`src/rtl/core/nnis_pkg.sv`:
```
package nnis_pkg;

	// Field and register widths
	localparam int COORD_W     = 10;
	localparam int PIXEL_W     = 8;
	localparam int SRC_SIZE_W  = 9;
	localparam int DST_SIZE_W  = 11;
	localparam int IN_TDATA_W  = 32;

	// Size limits and reset values of the size registers
	localparam int SRC_SIZE_CAP   = 256;
	localparam int DST_SIZE_CAP   = 1024;
	localparam int DST_SIZE_RESET = 256;

	// Result words in flight, from input handshake to output handshake
	localparam int OUT_FIFO_DEPTH = 8;

	typedef enum logic [1:0] {
		REG_SOURCE_WIDTH  = 2'd0,
		REG_SOURCE_HEIGHT = 2'd1,
		REG_TARGET_WIDTH  = 2'd2,
		REG_TARGET_HEIGHT = 2'd3
	} cfg_reg_t;

	typedef enum logic {
		FUNC_WRITE = 1'b0,
		FUNC_READ  = 1'b1
	} func_t;

	typedef struct packed {
		logic busy;
		logic done;
	} div_status_t;

	typedef struct packed {
		logic               coord_ok;
		logic [PIXEL_W-1:0] pixel;
	} result_t;

endpackage

```
`src/rtl/core/nnis_step_div.sv`:
```
module nnis_step_div #(
	parameter int DVD_W = 25,
	parameter int DVS_W = 11
) (
	input  logic                  clk,
	input  logic                  arst_n,
	input  logic                  start,
	input  logic [DVD_W-1:0]      dividend,
	input  logic [DVS_W-1:0]      divisor,
	output logic [DVD_W-1:0]      quotient,
	output nnis_pkg::div_status_t status
);
	import nnis_pkg::*;

	localparam int CNT_W = $clog2(DVD_W);

	logic [DVD_W-1:0] dvd_q;
	logic [DVS_W-1:0] rem_q;
	logic [CNT_W-1:0] cnt_q;
	logic             busy_q;
	logic             done_q;

	logic [DVS_W:0]   rem_sh;
	logic             fits;
	logic [DVS_W-1:0] rem_next;

	// One restoring step: shift in the next dividend bit, subtract if it fits
	always_comb begin
		rem_sh   = {rem_q, dvd_q[DVD_W-1]};
		fits     = (rem_sh >= {1'b0, divisor});
		rem_next = fits ? DVS_W'(rem_sh - {1'b0, divisor}) : rem_sh[DVS_W-1:0];
	end

	// Sequence the steps, one quotient bit per cycle
	always_ff @(posedge clk or negedge arst_n) begin
		if (!arst_n) begin
			busy_q <= 1'b0;
			done_q <= 1'b0;
			cnt_q  <= '0;
		end else begin
			done_q <= 1'b0;
			if (start) begin
				busy_q <= 1'b1;
				cnt_q  <= '0;
			end else if (busy_q) begin
				cnt_q <= cnt_q + CNT_W'(1);
				if (cnt_q == CNT_W'(DVD_W - 1)) begin
					busy_q <= 1'b0;
					done_q <= 1'b1;
				end
			end
		end
	end

	// Dividend register turns into the quotient as bits shift through
	always_ff @(posedge clk) begin
		if (start) begin
			dvd_q <= dividend;
			rem_q <= '0;
		end else if (busy_q) begin
			dvd_q <= {dvd_q[DVD_W-2:0], fits};
			rem_q <= rem_next;
		end
	end

	assign quotient    = dvd_q;
	assign status.busy = busy_q;
	assign status.done = done_q;

endmodule

```
`config.mk`:
```
export PLATFORM = sky130hd
export DESIGN_NAME = nnis_step_div
export DESIGN_NICKNAME = d
export VERILOG_FILES = /design/src/rtl/core/nnis_pkg.sv /design/src/rtl/core/nnis_step_div.sv
export SDC_FILE = /design/constraint.sdc
export NUM_CORES = 1
export LEC_CHECK = 0
export BUFFER_PORTS_ARGS = -buffer_cell sky130_fd_sc_hd__buf_2
export CAP_MARGIN = 20
export CORE_MARGIN = 2
export CORE_UTILIZATION = 35
export CTS_BUF_LIST = sky130_fd_sc_hd__clkbuf_16
export DETAILED_ROUTE_END_ITERATION = 8
export GPL_TIMING_DRIVEN = 0
export PLACE_DENSITY_LB_ADDON = 0.15
export SLEW_MARGIN = 10
export SYNTH_ARGS = -nofsm -noshare
export SYNTH_HDL_FRONTEND = slang
export SYNTH_SLANG_ARGS = --single-unit
```
`constraint.sdc`:
```
create_clock -name clk -period 2 [get_ports clk]
set_input_delay 0.2 -clock clk [delete_from_list [all_inputs] [get_ports clk]]
set_output_delay 0.2 -clock clk [all_outputs]
set_load 0.01 [all_outputs]
```
==> impl_metrics.sql <==
INSERT INTO impl_metrics (metric_group, metric, value, unit) VALUES
('routing', 'antenna_left', '0', ''),
('critical_path', 'buffer_and_inverter_count_on_the_worst_path', '2', ''),
('critical_path', 'critPathTopFamily', 'compound AO/OA/AOI/OAI gates', ''),
('routing', 'wl_per_cell', '13.77', 'um'),
('finish', 'num-nets-final', '357', ''),
('power_and_ir_drop', 'power_density', '1085', 'mW/mm^2'),
('hold_path', 'worstHoldPathType', 'in -> reg', ''),
('status', 'outcome', 'complete, but fails checks', ''),
('critical_path', 'worst_setup_path_end_kind', 'flop', ''),
('timing', 'worst_slew_pin_slew', '0.5469', 'ns'),
('synthesis', 'netlist_top_cells_area', 'sky130_fd_sc_hd__edfxtp_1 (30%), sky130_fd_sc_hd__mux2_2 (11%), sky130_fd_sc_hd__dfxtp_1 (8.8%)', ''),
('grt', 'grt_overflow', '0', ''),
('finish', 'number_of_antenna_repair_diodes', '0', ''),
('power_and_ir_drop', 'share_seq_of_total_power', '0.337', ''),
('critical_path', 'timing.critical_path.slowest_stage_cell', 'sky130_fd_sc_hd__edfxtp_1', ''),
('grt', 'top_usage_layer', 'met2', ''),
('timing', 'clock_skew', '0.005583', 'ns'),
('synthesis', 'synth_sequential_area_ratio', '0.4582', ''),
('status', 'failing_checks', 'negative setup slack', ''),
('timing', 'final.setup.worst_slack', '-0.2869', 'ns'),
('clocking', 'cts_tree', 'done', ''),
('timing', 'top_achievable_clock_speed', '437.3', 'MHz'),
('critical_path', 'timing.setup.critical_path_class', 'reg -> reg', ''),
('timing', 'max-slew-margin-rel', '0.6354', ''),
('synthesis', 'postSynthNetCount', '276', ''),
('power_and_ir_drop', 'p_int', '2413', 'uW'),
('critical_path', 'worst-endpoint-required', '2.14', 'ns'),
('finish', 'final_layout_size_suffix_gt1_frac', '0.4623', ''),
('timing', 'rsz0062_at_grt', 'yes', ''),
('clocking', 'clock_latency', '0.28', 'ns'),
('finish', 'filler_cell_count', '681', ''),
('synthesis', 'post_synth_xor_area_fraction', '0.03152', ''),
('synthesis', 'synth_area', '0.002501', 'sq mm'),
('synthesis', 'synth_compound_area_frac', '0.1081', ''),
('place', 'hpwl', '3969', 'um'),
('synthesis', 'synth_top_family_by_area', 'multiplexers', ''),
('timing', 'setup_viol', '12', ''),
('power_and_ir_drop', 'leakagePower', '0.001432', 'uW'),
('grt', 'grt_use_met2', '0.2235', ''),
('floorplan', 'die_area', '0.007838', 'sq mm'),
('critical_path', 'critical_path.max_fanout', '6', ''),
('grt', 'grt_pass1_vias', '1829', ''),
('floorplan', 'core_area', '0.006869', 'sq mm'),
('clocking', 'cts_max_level', '2', ''),
('floorplan', 'die_height', '88.54', 'um'),
('grt', 'grtUsageMet3', '0.03638', ''),
('clocking', 'clk_transition_reported_paths', '0.06', 'ns'),
('clocking', 'numClockSinks', '43', ''),
('place', 'pre_cts_setup_slack', '-0.4615', 'ns'),
('routing', 'total_length_of_routed_wires', '5520', 'um'),
('routing', 'drt-pass1-iter-count', '4', ''),
('synthesis', 'synth-adder-area-share', '0.07304', ''),
('critical_path', 'worst_path_most_repeated_cell', 'sky130_fd_sc_hd__o21ai_4', ''),
('floorplan', 'io_pins', '66', ''),
('grt', 'grt_max_degree', '26', ''),
('power_and_ir_drop', 'switching_share', '0.3248', ''),
('finish', 'finalNonFillerCells', '401', ''),
('synthesis', 'number_of_distinct_library_cell_variants_in_the_gate_level_netlist_after_synthesis', '49', ''),
('synthesis', 'synthesis.instances', '223', ''),
('critical_path', 'cp-start-kind', 'flop', ''),
('synthesis', 'number_of_synthesized_flops_with_an_enable_pin', '25', ''),
('synthesis', 'simple_gate_portion_of_the_synthesized_area', '0.1276', ''),
('floorplan', 'placement_rows', '30', ''),
('grt', 'grt_pass1_wl', '8783', 'um'),
('power_and_ir_drop', 'switchingPower', '1160', 'uW'),
('synthesis', 'synth.mux.area_fraction', '0.1506', ''),
('synthesis', 'synth.avg_cell_area', '11.22', 'sq um'),
('place', 'post-place-cells', '383', ''),
('synthesis', 'synth_async_sr_flop_share', '0.1628', ''),
('routing', 'remaining_drc_errors', '0', ''),
('synthesis', 'yosys_top_cell_by_area', 'sky130_fd_sc_hd__edfxtp_1', '');
-- stage by stage --
| step | instance area, sq um | hold slack (ns) | TNS [ns] | power, uW | utilization |
|---|---|---|---|---|---|
| finish | 3293 | 0.2141 | -2.643 | 3573 | 0.4794 |
| global route | 3293 | 0.2069 | -4.328 | 3800 | 0.4794 |
| CTS | 3219 | 0.2077 | -3.117 | 3455 | 0.4687 |
| detailed placement | 2944 | 0.05082 | -12.14 | 2406 | 0.4286 |
| global placement | 2944 | 0.04438 | -10.75 | 2405 | 0.4286 |
| floorplan | 2504 | -0.09559 | -2.137 | 2107 | - |
-- repair_timing --
item / in CTS / in global routing
cloned: 1 / 0
hold buffers: 1 / 0
pin swaps: 7 / 12
gates resized for setup: 14 / 14
setup buffers: 6 / 3
hold endpoints to repair: 7 / 0
setup endpoints to repair: 37 / 37
-- logic make-up after synthesis --
group,count (synthesis)
AND/OR/NAND/NOR,56
flip-flops,43
AO/OA/AOI/OAI,38
multiplexers,34
buffers and inverters,29
adder cells (fa/ha/maj),14
XOR/XNOR,9
-- layout by cell type (no fill, tap or decap), drive strengths merged, types with 9 or more instances in the layout --
| cell type | instances |
|---|---|
| nor2 | 20 |
| dfxtp | 11 |
| edfxtp | 25 |
| mux2 | 26 |
| buf | 81 |
| ha | 13 |
| inv | 16 |
| o21ai | 12 |
| clkbuf | 9 |
-- flip-flops by register name, summed over array words and instances (netlist names) --
| register | cells |
|---|---|
| rem_q | 11 |
| cnt_q | 5 |
| done_q | 1 |
| quotient | 25 |
| busy_q | 1 |
-- cell usage after synthesis (3+ instances only) --
cell type / instances
sky130_fd_sc_hd__a211oi_1: 7
sky130_fd_sc_hd__nand2b_1: 4
sky130_fd_sc_hd__xor2_1: 3
sky130_fd_sc_hd__ha_1: 13
sky130_fd_sc_hd__nand4_1: 3
sky130_fd_sc_hd__nand2_1: 7
sky130_fd_sc_hd__clkbuf_1: 4
sky130_fd_sc_hd__edfxtp_1: 25
sky130_fd_sc_hd__buf_1: 3
sky130_fd_sc_hd__inv_1: 16
sky130_fd_sc_hd__mux2i_1: 8
sky130_fd_sc_hd__xnor2_1: 6
sky130_fd_sc_hd__dfrtp_1: 7
sky130_fd_sc_hd__nor2_1: 20
sky130_fd_sc_hd__a21oi_1: 4
sky130_fd_sc_hd__mux2_2: 25
sky130_fd_sc_hd__dfxtp_1: 11
sky130_fd_sc_hd__or3_2: 3
sky130_fd_sc_hd__o21ai_0: 10
sky130_fd_sc_hd__nand3_1: 5
-- power groups by stage --
stage	sequential (uW)	clock [uW]	combinational (uW)
detailed placement	1220	0	1190
floorplan	1220	0	887
finish	1210	918	1450
CTS	1200	936	1320
global placement	1210	0	1190
global route	1230	979	1590
-- worst register-to-register path: stages (launching register included) --
cell	delay [ns]
sky130_fd_sc_hd__edfxtp_1	0.36
sky130_fd_sc_hd__inv_2	0.06
sky130_fd_sc_hd__ha_4	0.16
sky130_fd_sc_hd__fa_2	0.35
sky130_fd_sc_hd__nor2b_2	0.13
sky130_fd_sc_hd__o31a_1	0.22
sky130_fd_sc_hd__o21ai_4	0.10
sky130_fd_sc_hd__o21ai_4	0.26
sky130_fd_sc_hd__buf_6	0.18
sky130_fd_sc_hd__mux2i_2	0.23
sky130_fd_sc_hd__a211oi_1	0.11
-- cell type report --
class,count,area [sq um],share of cell area
plain buffers,11,60.06,0.01824
clock buffers,5,125.1,0.03799
clock inverters,3,38.79,0.01178
inverters,17,65.06,0.01976
multi-input cells,151,1328,0.4031
flip-flops and latches,43,1147,0.3484
well taps,96,120.1,0.03647
repair buffers,75,409.1,0.1242
-- layer usage --
metal | vias to the layer above | share of wire
met4 | 0 | 0.012
li1 | 970 | -
met2 | 42 | 0.48
met1 | 908 | 0.47
met3 | 6 | 0.041
met5 | - | 0
-- final timing paths --
| path | from | end | slack, ns | cells after the start |
|---|---|---|---|---|
| worst min-delay path | dividend[10] | quotient[10] | 0.21 | 2 |
| worst min register to register | rem_q[3] | rem_q[3] | 0.52 | 2 |
| min in group asynchronous | arst_n | cnt_q[2] | 0.27 | 2 |
| worst max-delay path | quotient[24] | rem_q[7] | -0.29 | 10 |
| worst max register to register | quotient[24] | rem_q[7] | -0.29 | 10 |
| max in group asynchronous | arst_n | busy_q | 1.57 | 2 |
Power figures use the tool's default switching activity.
