<file path="src/rtl/core/nnis_pkg.sv">
package nnis_pkg;

	// Field and register widths
	localparam int COORD_W     = 10;
	localparam int PIXEL_W     = 8;
	localparam int SRC_SIZE_W  = 9;
	localparam int DST_SIZE_W  = 11;
	localparam int IN_TDATA_W  = 32;

	// Size limits and reset values of the size registers
	localparam int SRC_SIZE_CAP   = 256;
	localparam int DST_SIZE_CAP   = 1024;
	localparam int DST_SIZE_RESET = 256;

	// Result words in flight, from input handshake to output handshake
	localparam int OUT_FIFO_DEPTH = 8;

	typedef enum logic [1:0] {
		REG_SOURCE_WIDTH  = 2'd0,
		REG_SOURCE_HEIGHT = 2'd1,
		REG_TARGET_WIDTH  = 2'd2,
		REG_TARGET_HEIGHT = 2'd3
	} cfg_reg_t;

	typedef enum logic {
		FUNC_WRITE = 1'b0,
		FUNC_READ  = 1'b1
	} func_t;

	typedef struct packed {
		logic busy;
		logic done;
	} div_status_t;

	typedef struct packed {
		logic               coord_ok;
		logic [PIXEL_W-1:0] pixel;
	} result_t;

endpackage

</file>
<file path="src/rtl/core/nnis_out_fifo.sv">
module nnis_out_fifo #(
	parameter int DEPTH = 8
) (
	input  logic              clk,
	input  logic              arst_n,
	input  logic              push,
	input  nnis_pkg::result_t push_word,
	input  logic              pop,
	output logic              valid,
	output nnis_pkg::result_t head
);
	import nnis_pkg::*;

	localparam int PTR_W = $clog2(DEPTH);

	result_t        slot_q [DEPTH];
	logic [PTR_W:0] wr_ptr_q;
	logic [PTR_W:0] rd_ptr_q;

	// Advance pointers; the extra bit tells full from empty
	always_ff @(posedge clk or negedge arst_n) begin
		if (!arst_n) begin
			wr_ptr_q <= '0;
			rd_ptr_q <= '0;
		end else begin
			if (push) begin
				wr_ptr_q <= wr_ptr_q + (PTR_W + 1)'(1);
			end
			if (pop && valid) begin
				rd_ptr_q <= rd_ptr_q + (PTR_W + 1)'(1);
			end
		end
	end

	// Store the result word
	always_ff @(posedge clk) begin
		if (push) begin
			slot_q[wr_ptr_q[PTR_W-1:0]] <= push_word;
		end
	end

	assign valid = (wr_ptr_q != rd_ptr_q);
	assign head  = slot_q[rd_ptr_q[PTR_W-1:0]];

endmodule

</file>
<file path="config.mk">
export PLATFORM = sky130hd
export DESIGN_NAME = nnis_out_fifo
export DESIGN_NICKNAME = d
export VERILOG_FILES = /design/src/rtl/core/nnis_pkg.sv /design/src/rtl/core/nnis_out_fifo.sv
export SDC_FILE = /design/constraint.sdc
export NUM_CORES = 1
export LEC_CHECK = 0
export BUFFER_PORTS_ARGS = -buffer_cell sky130_fd_sc_hd__clkbuf_2
export CAP_MARGIN = 20
export CORE_MARGIN = 2
export CORE_UTILIZATION = 24
export DETAILED_ROUTE_END_ITERATION = 12
export SKIP_CTS_REPAIR_TIMING = 1
export SYNTH_ARGS = -nofsm -noshare
export SYNTH_HDL_FRONTEND = slang
export SYNTH_SLANG_ARGS = --single-unit
</file>
<file path="constraint.sdc">
create_clock -name clk -period 3.6 [get_ports clk]
set_clock_uncertainty 0.2 [all_clocks]
set_input_delay 0.54 -clock clk [delete_from_list [all_inputs] [get_ports clk]]
set_output_delay 0.54 -clock clk [all_outputs]
set_load 0.1 [all_outputs]
</file>
==> impl_metrics.toml, run 1 <==
[floorplan]
initial_core_util_pct = 24.4
dieArea_mm2 = 0.0143
ios = 23
die_h_um = 120
core_area_mm2 = 0.0131
die_x_um = 120
placementRows = 42

[min_path]
hp-class = "input pin to flip-flop"
hold_path_depth = 2

[cts]
clk_pin_slew_ns = 0.05
cts_buffer_depth = 2
ctsHtreeMaxLevel = 3
cts_sinks = 80
numCtsBuffers = 9
worstSkewPairLatency_ns = 0.32
cts_tree = "done"
ctsRootBufferMaster = "clkbuf_16"

[synth]
syn_inst = 147
yosysSeqAreaShare_pct = 73.6
synth-main-ff-cell = "edfxtp_1"
yosysWarnings = 0
synth_area_mm2 = 0.00321
syn-num-nets = 162
synth.avg_cell_area_um2 = 21.8
synth-edff-count = 72
ys_async_sr_fraction_pct = 10.0
synth.distinct_cells = 20
ys_ff_latch = 80

[final_layout]
syn2layout_area_growth_pct = 21.3
nNetsFinal = 199
drive_gt1_share_pct = 30.2
seq_area_mm2 = 0.00236
fillers = 1314
n_antenna_cell = 0
multi_input_area_um2 = 803

[routing]
drt_iter0_drc = 28
drc = 0
ant_nets = 0
firstDrtPassIters = 4
via_per_inst = 4.06
vias = 1483
wirelength_um = 5810
wire_per_inst_um = 15.9

[sta]
final_max_slew_viol_count = 0
maxSlewHeadroom_pct = 33.8
hold_viol_final = 0
whs_ns = 0.270
tightest_slew_ns = 0.990
min_period_over_period_pct = 83.7
finalSetupViolations = 0
fmax_mhz = 332
rsz0062_at_grt = "false"
period_needed_ns = 3.01
tns_ns = 0

[global_routing]
grt_max_degree = 23
grt_pass1_wl_um = 9150
overflow = 0
grt_usage_pct = 8.93
grt_pass1_vias = 1523
antenna_found_initial = 0

[placement]
portBuffers = 22
place.gp.congestion = 0.659
hpwl_um = 3670

[setup_path]
rr_worst_depth = 4
cp-start-kind = "flip-flop"
critPathKind = "flip-flop to output pin"
cp_cell_sequence = "buf_4 > mux4_1 > mux2_2 > clkbuf_2"
path_max_fanout = 12
critical_path.max_stage_delay_ns = 0.68
cp.arrival_ns = 2.27
slowest_stage = "dfrtp_1"
worstPathRequired_ns = 2.86
critPathCaptureType = "output pin"

[status]
outcome = "finished clean"

[run]
cap_violations = 0
[Yosys cell counts (2+ instances only)]
cell	n	area share, %
nor2_1	7	0.82
mux4_1	18	15
nand2_1	3	0.35
edfxtp_1	72	67
buf_1	2	0.23
nand2b_1	3	0.59
buf_6	2	0.70
ha_1	2	0.78
xnor2_1	6	1.6
nor3_1	2	0.31
mux2_2	11	3.9
dfrtp_1	8	6.2
xor2_1	4	1.1
[final timing paths]
check | from | to | slack (ns)
max | rd_ptr_q[1] | head[4] | 0.59
min | push | wr_ptr_q[0] | 0.27
max reg2reg | rd_ptr_q[1] | rd_ptr_q[1] | 1.53
min reg2reg | rd_ptr_q[3] | rd_ptr_q[3] | 0.28
max in group asynchronous | arst_n | rd_ptr_q[1] | 2.62
min in group asynchronous | arst_n | wr_ptr_q[0] | 0.39
[per-stage QoR]
stage               util, %  setup WS, ns  area, µm²  instances
floorplan                 -         0.903       3210        147
global placement       27.2         0.917       3570        348
detailed placement     27.2         0.888       3570        348
CTS                    29.5         0.527       3880        364
global route           29.6         0.492       3890        365
finish                 29.6         0.587       3890        365
[layer usage]
| layer | routed length, µm | up-vias | global-route usage, % | part of all wire [%] |
|---|---|---|---|---|
| met2 | 2770 | 23 | 13.8 | 48 |
| met4 | 83 | 0 | 3.75 | 1.4 |
| li1 | - | 686 | - | - |
| met1 | 2760 | 767 | 11.4 | 47 |
| met5 | 0 | - | 0 | 0 |
| met3 | 200 | 7 | 3.18 | 3.4 |
[cell type report]
| class | count | area share [%] |
|---|---|---|
| clock buffers | 10 | 5.89 |
| clock inverters | 6 | 2.16 |
| inverters | 1 | 0.0965 |
| multi-input cells | 60 | 20.6 |
| flip-flops and latches | 80 | 60.7 |
| well taps | 176 | 5.66 |
| repair buffers | 32 | 4.82 |
[cell usage in the layout (no fill, tap or decap), types with 3 or more instances in the layout]
master     count
buf_4          9
clkbuf_16      9
clkbuf_2      22
clkinv_2       3
dfrtp_1        8
edfxtp_1      72
mux2_2        11
mux4_1        18
nand2_1        3
nand2b_1       3
nor2_1         7
xnor2_1        6
xor2_1         4
[cell families after synthesis]
group	after synthesis	share of synthesized area, %
compound gates	1	0.312
xor+xnor	10	2.73
fa+ha+maj	2	0.780
buf+inv	7	1.33
flops	80	73.6
mux	29	18.6
simple gates	18	2.61
[worst max-delay path: cells and delay by family, from the launching register on]
kind,cells,cell delay (ns)
DFF,1,0.68
buffers and inverters,2,0.68
muxes,2,0.58
[state kept, by name, summed over array words and instances, names as in the netlist]
signal / flops
rd_ptr_q: 4
wr_ptr_q: 4
slot_q: 72
Power of run 1 is left out: the tool's default activity adds up to more than one toggle a clock period on the data nets, which glitch-free logic cannot reach.
==> inputs of run 2 (changes only) <==
==> constraint.sdc (replaced) <==
create_clock -name clk -period 3 [get_ports clk]
set_clock_uncertainty 0.2 [all_clocks]
set_input_delay 0.45 -clock clk [delete_from_list [all_inputs] [get_ports clk]]
set_output_delay 0.45 -clock clk [all_outputs]
set_load 0.1 [all_outputs]
==> run 2 against run 1 <==
  * Register-to-register slack lost 0.43 ns
  * Clock-buffer cell count is the same
  * Cell count grew 0.55%
  * Critical path depth is the same
  * Hold slack lost 0.093 ns
  * Core utilization grew 0.96 points
  * First-iteration DRC count grew 110%
  * Worst setup slack lost 0.34 ns
  * Non-clock buffer count grew 2
  * Die area is the same
  * Cell area grew 3.2%
  * Wire length shrank 5.1%
  * Critical endpoint is now head[6]
==> impl_metrics.toml, run 2 (synthesis results as in run 1) <==
[routing]
wire_per_inst_um = 15.0
via_per_inst = 4.01
ant_nets = 0
firstDrtPassIters = 4
drc = 0
wirelength_um = 5510
vias = 1471
drt_iter0_drc = 58

[setup_path]
critPathTopFamily = "multiplexers"
cp.arrival_ns = 2.11
cp-start-kind = "flip-flop"
critPathBufInv = 2
critical_path.max_stage_delay_ns = 0.62
path_max_fanout = 22
critPathCaptureType = "output pin"
slowest_stage = "mux4_1"
worstSetupStartpoint = "rd_ptr_q[0]"
r2r_start = "wr_ptr_q[0]"
worstPathRequired_ns = 2.35
cp_cell_sequence = "buf_4 > mux4_1 > mux2_2 > buf_12"
critPathKind = "flip-flop to output pin"

[sta]
rsz0062_at_grt = "false"
hold_viol_final = 0
tightest_slew_ns = 0.714
fmax_mhz = 363
final_max_slew_viol_count = 0
min_period_over_period_pct = 91.9
finalSetupViolations = 0
period_needed_ns = 2.76
tns_ns = 0
maxSlewHeadroom_pct = 52.0

[global_routing]
antenna_found_initial = 0
grt_max_degree = 23
grt_pass1_wl_um = 8620
grt_pass1_vias = 1508
grt_use_met2_pct = 12.9
grt_usage_pct = 8.30
grtUsageMet3_pct = 2.28
busiest_layer = "met2"
met1_usage_pct = 10.8
overflow = 0

[floorplan]
initial_core_util_pct = 24.4
placementRows = 42
die_x_um = 120
core_area_mm2 = 0.0131
die_h_um = 120
ios = 23
dieArea_mm2 = 0.0143

[cts]
cts_sinks = 80
numCtsBuffers = 9
cts_buffer_depth = 2
worstSkewPairLatency_ns = 0.32
ctsRootBufferMaster = "clkbuf_16"
ctsHtreeMaxLevel = 3
cts_tree = "done"
clk_pin_slew_ns = 0.06

[status]
outcome = "finished clean"

[min_path]
hp-class = "input pin to flip-flop"
min-delay-start = "push"

[placement]
placed_area_mm2 = 0.00372
place.gp.congestion = 0.639
hpwl_um = 3440
portBuffers = 22

[final_layout]
nNetsFinal = 201
syn2layout_area_growth_pct = 25.2
layout_common_cells = "72 x edfxtp_1, 18 x mux4_1, 13 x clkbuf_2, 11 x mux2_2, 11 x buf_4"
final_common_cell = "edfxtp_1"
fin_area_mm2 = 0.00402
fillers = 1295
largest_reg_flops = 72
drive_gt1_share_pct = 30.9
n_antenna_cell = 0

[run]
cap_violations = 0
run 2: area by class of cell:
class / count / area, µm² / area share, %
tap: 176 / 220 / 5.48
sequential: 80 / 2360 / 58.8
clock inverter: 6 / 60.1 / 1.50
clock buffer: 10 / 229 / 5.70
timing repair buffer: 34 / 338 / 8.41
inverter: 1 / 3.75 / 0.0935
multi-input combinational: 60 / 803 / 20.0
run 2: worst paths after layout:
check / endpoint / cells after the start / slack, ns
min in group asynchronous: wr_ptr_q[0] / 2 / 0.30
max in group asynchronous: rd_ptr_q[1] / 2 / 2.12
max: head[6] / 4 / 0.24
max reg2reg: slot_q[4][5] / 2 / 1.10
min: wr_ptr_q[0] / 2 / 0.18
min reg2reg: rd_ptr_q[3] / 1 / 0.29
run 2: metrics by stage:
step | setup slack (ns) | instances | util (%) | hold slack, ns
3_5_place_dp | 0.564 | 350 | 28.3 | 0.112
5_1_grt | 0.141 | 367 | 30.6 | 0.178
3_3_place_gp | 0.583 | 350 | 28.3 | 0.107
4_1_cts | 0.213 | 366 | 30.5 | -0.237
2_1_floorplan | 0.303 | 147 | - | -0.0456
6_report | 0.244 | 367 | 30.6 | 0.177
run 2: layer usage:
metal / up-vias / part of all wire, %
li1: 689 / -
met4: 0 / 0.56
met1: 752 / 47
met5: - / 0
met2: 28 / 49
met3: 2 / 3.2
Power of run 2 is left out for the same reason.
==> inputs of run 3 (changes only) <==
--- a/config.mk
+++ b/config.mk
@@ -7,6 +7,7 @@
 export LEC_CHECK = 0
 export BUFFER_PORTS_ARGS = -buffer_cell sky130_fd_sc_hd__clkbuf_2
 export CAP_MARGIN = 20
+export CORE_ASPECT_RATIO = 0.7
 export CORE_MARGIN = 2
 export CORE_UTILIZATION = 24
 export DETAILED_ROUTE_END_ITERATION = 12
==> run 3 against run 2 <==
  * Wire length up 7.2%
  * Sequential cell count stayed put
  * Critical endpoint is now head[7]
  * Worst setup slack worse by 0.038 ns
  * Largest cell class unchanged
  * Die area grew 0.10%
  * Non-clock buffer count unchanged
==> impl_metrics.toml, run 3 (synthesis results as in run 1) <==
[status]
outcome = "finished clean"

[cts]
worstSkewPairLatency_ns = 0.33
cts_sinks = 80
clk_pin_slew_ns = 0.05
numCtsBuffers = 9
ctsRootBufferMaster = "clkbuf_16"
cts_tree = "done"
cts_buffer_depth = 2
ctsHtreeMaxLevel = 3

[routing]
via_per_inst = 4.22
wire_per_inst_um = 16.6
drt_iter0_drc = 95
ant_nets = 0
vias = 1503
firstDrtPassIters = 4
drc = 0
wirelength_um = 5910

[min_path]
min_to = "wr_ptr_q[0]"
hp-class = "input pin to flip-flop"
min-delay-start = "push"
hold_path_depth = 2

[final_layout]
largest_reg_flops = 72
n_antenna_cell = 0
fillers = 1233
drive_gt1_share_pct = 30.0
layout_common_cells = "72 x edfxtp_1, 18 x mux4_1, 13 x clkbuf_2, 11 x mux2_2"
nNetsFinal = 201
final_common_cell = "edfxtp_1"
multi_input_area_um2 = 803
final_cells = 356
seq_area_mm2 = 0.00236
syn2layout_area_growth_pct = 24.8

[placement]
portBuffers = 22
place.gp.congestion = 0.661
dp.cells = 340
hpwl_um = 4000

[global_routing]
antenna_found_initial = 0
grt_pass1_wl_um = 8960
grt_usage_pct = 8.91
grt_pass1_vias = 1553
overflow = 0
grt_max_degree = 23

[setup_path]
rr_worst_depth = 3
critPathKind = "flip-flop to output pin"
critPathCaptureType = "output pin"
cp.arrival_ns = 2.14
worstPathRequired_ns = 2.35
r2r_slack_ns = 1.13
cp-start-kind = "flip-flop"
worstSetupStartpoint = "rd_ptr_q[0]"
r2r_start = "wr_ptr_q[0]"
r2r-end = "slot_q[7][3]"
path_max_fanout = 17

[sta]
whs_ns = 0.174
hold_viol_final = 0
tns_ns = 0
fmax_mhz = 358
final_max_slew_viol_count = 0
period_needed_ns = 2.79
rsz0062_at_grt = "false"
min_period_over_period_pct = 93.1
tightest_slew_ns = 0.661
finalSetupViolations = 0
maxSlewHeadroom_pct = 55.6

[floorplan]
dieArea_mm2 = 0.0143
die_x_um = 142
core_area_mm2 = 0.0131
ios = 23
die_h_um = 101
initial_core_util_pct = 24.5
placementRows = 35

[run]
cap_violations = 0
run 3: how the worst max path moves through the flow:
| stage | end | slack (ns) | cells after the start |
|---|---|---|---|
| 3_5_place_dp | head[7] | 0.54 | 4 |
| 6_report | head[7] | 0.21 | 4 |
| 2_1_floorplan | rd_ptr_q[2] | 0.30 | 5 |
| 4_1_cts | head[7] | 0.18 | 4 |
| 5_1_grt | head[0] | 0.15 | 4 |
| 3_3_place_gp | head[7] | 0.55 | 4 |
run 3: final cells by class:
cell class | instances | area share, %
clock inverter | 5 | 1.22
multi-input combinational | 60 | 20.1
clock buffer | 10 | 5.72
timing repair buffer | 34 | 8.75
sequential | 80 | 59.0
tap | 166 | 5.19
inverter | 1 | 0.0937
run 3: metrics by stage:
step	worst slack (ns)	util (%)	cell area, µm²
2_1_floorplan	0.303	-	3210
3_3_place_gp	0.551	28.4	3720
3_5_place_dp	0.536	28.4	3720
4_1_cts	0.175	30.5	4000
5_1_grt	0.151	30.6	4010
6_report	0.206	30.6	4010
run 3: routing by layer:
| metal | global-route usage (%) | part of all wire, % | vias to the layer above |
|---|---|---|---|
| met5 | 0 | 0 | - |
| met2 | 12.6 | 43 | 28 |
| met1 | 12.4 | 50 | 775 |
| met3 | 3.28 | 5.1 | 7 |
| met4 | 3.69 | 1.3 | 0 |
| li1 | - | - | 693 |
run 3: worst max-delay path, cell delays in order (launching register included):
cell and delay, ns:
dfrtp_1 0.52, buf_12 0.22, mux4_1 0.57, mux2_2 0.32, buf_12 0.17
Power of run 3 is left out for the same reason.
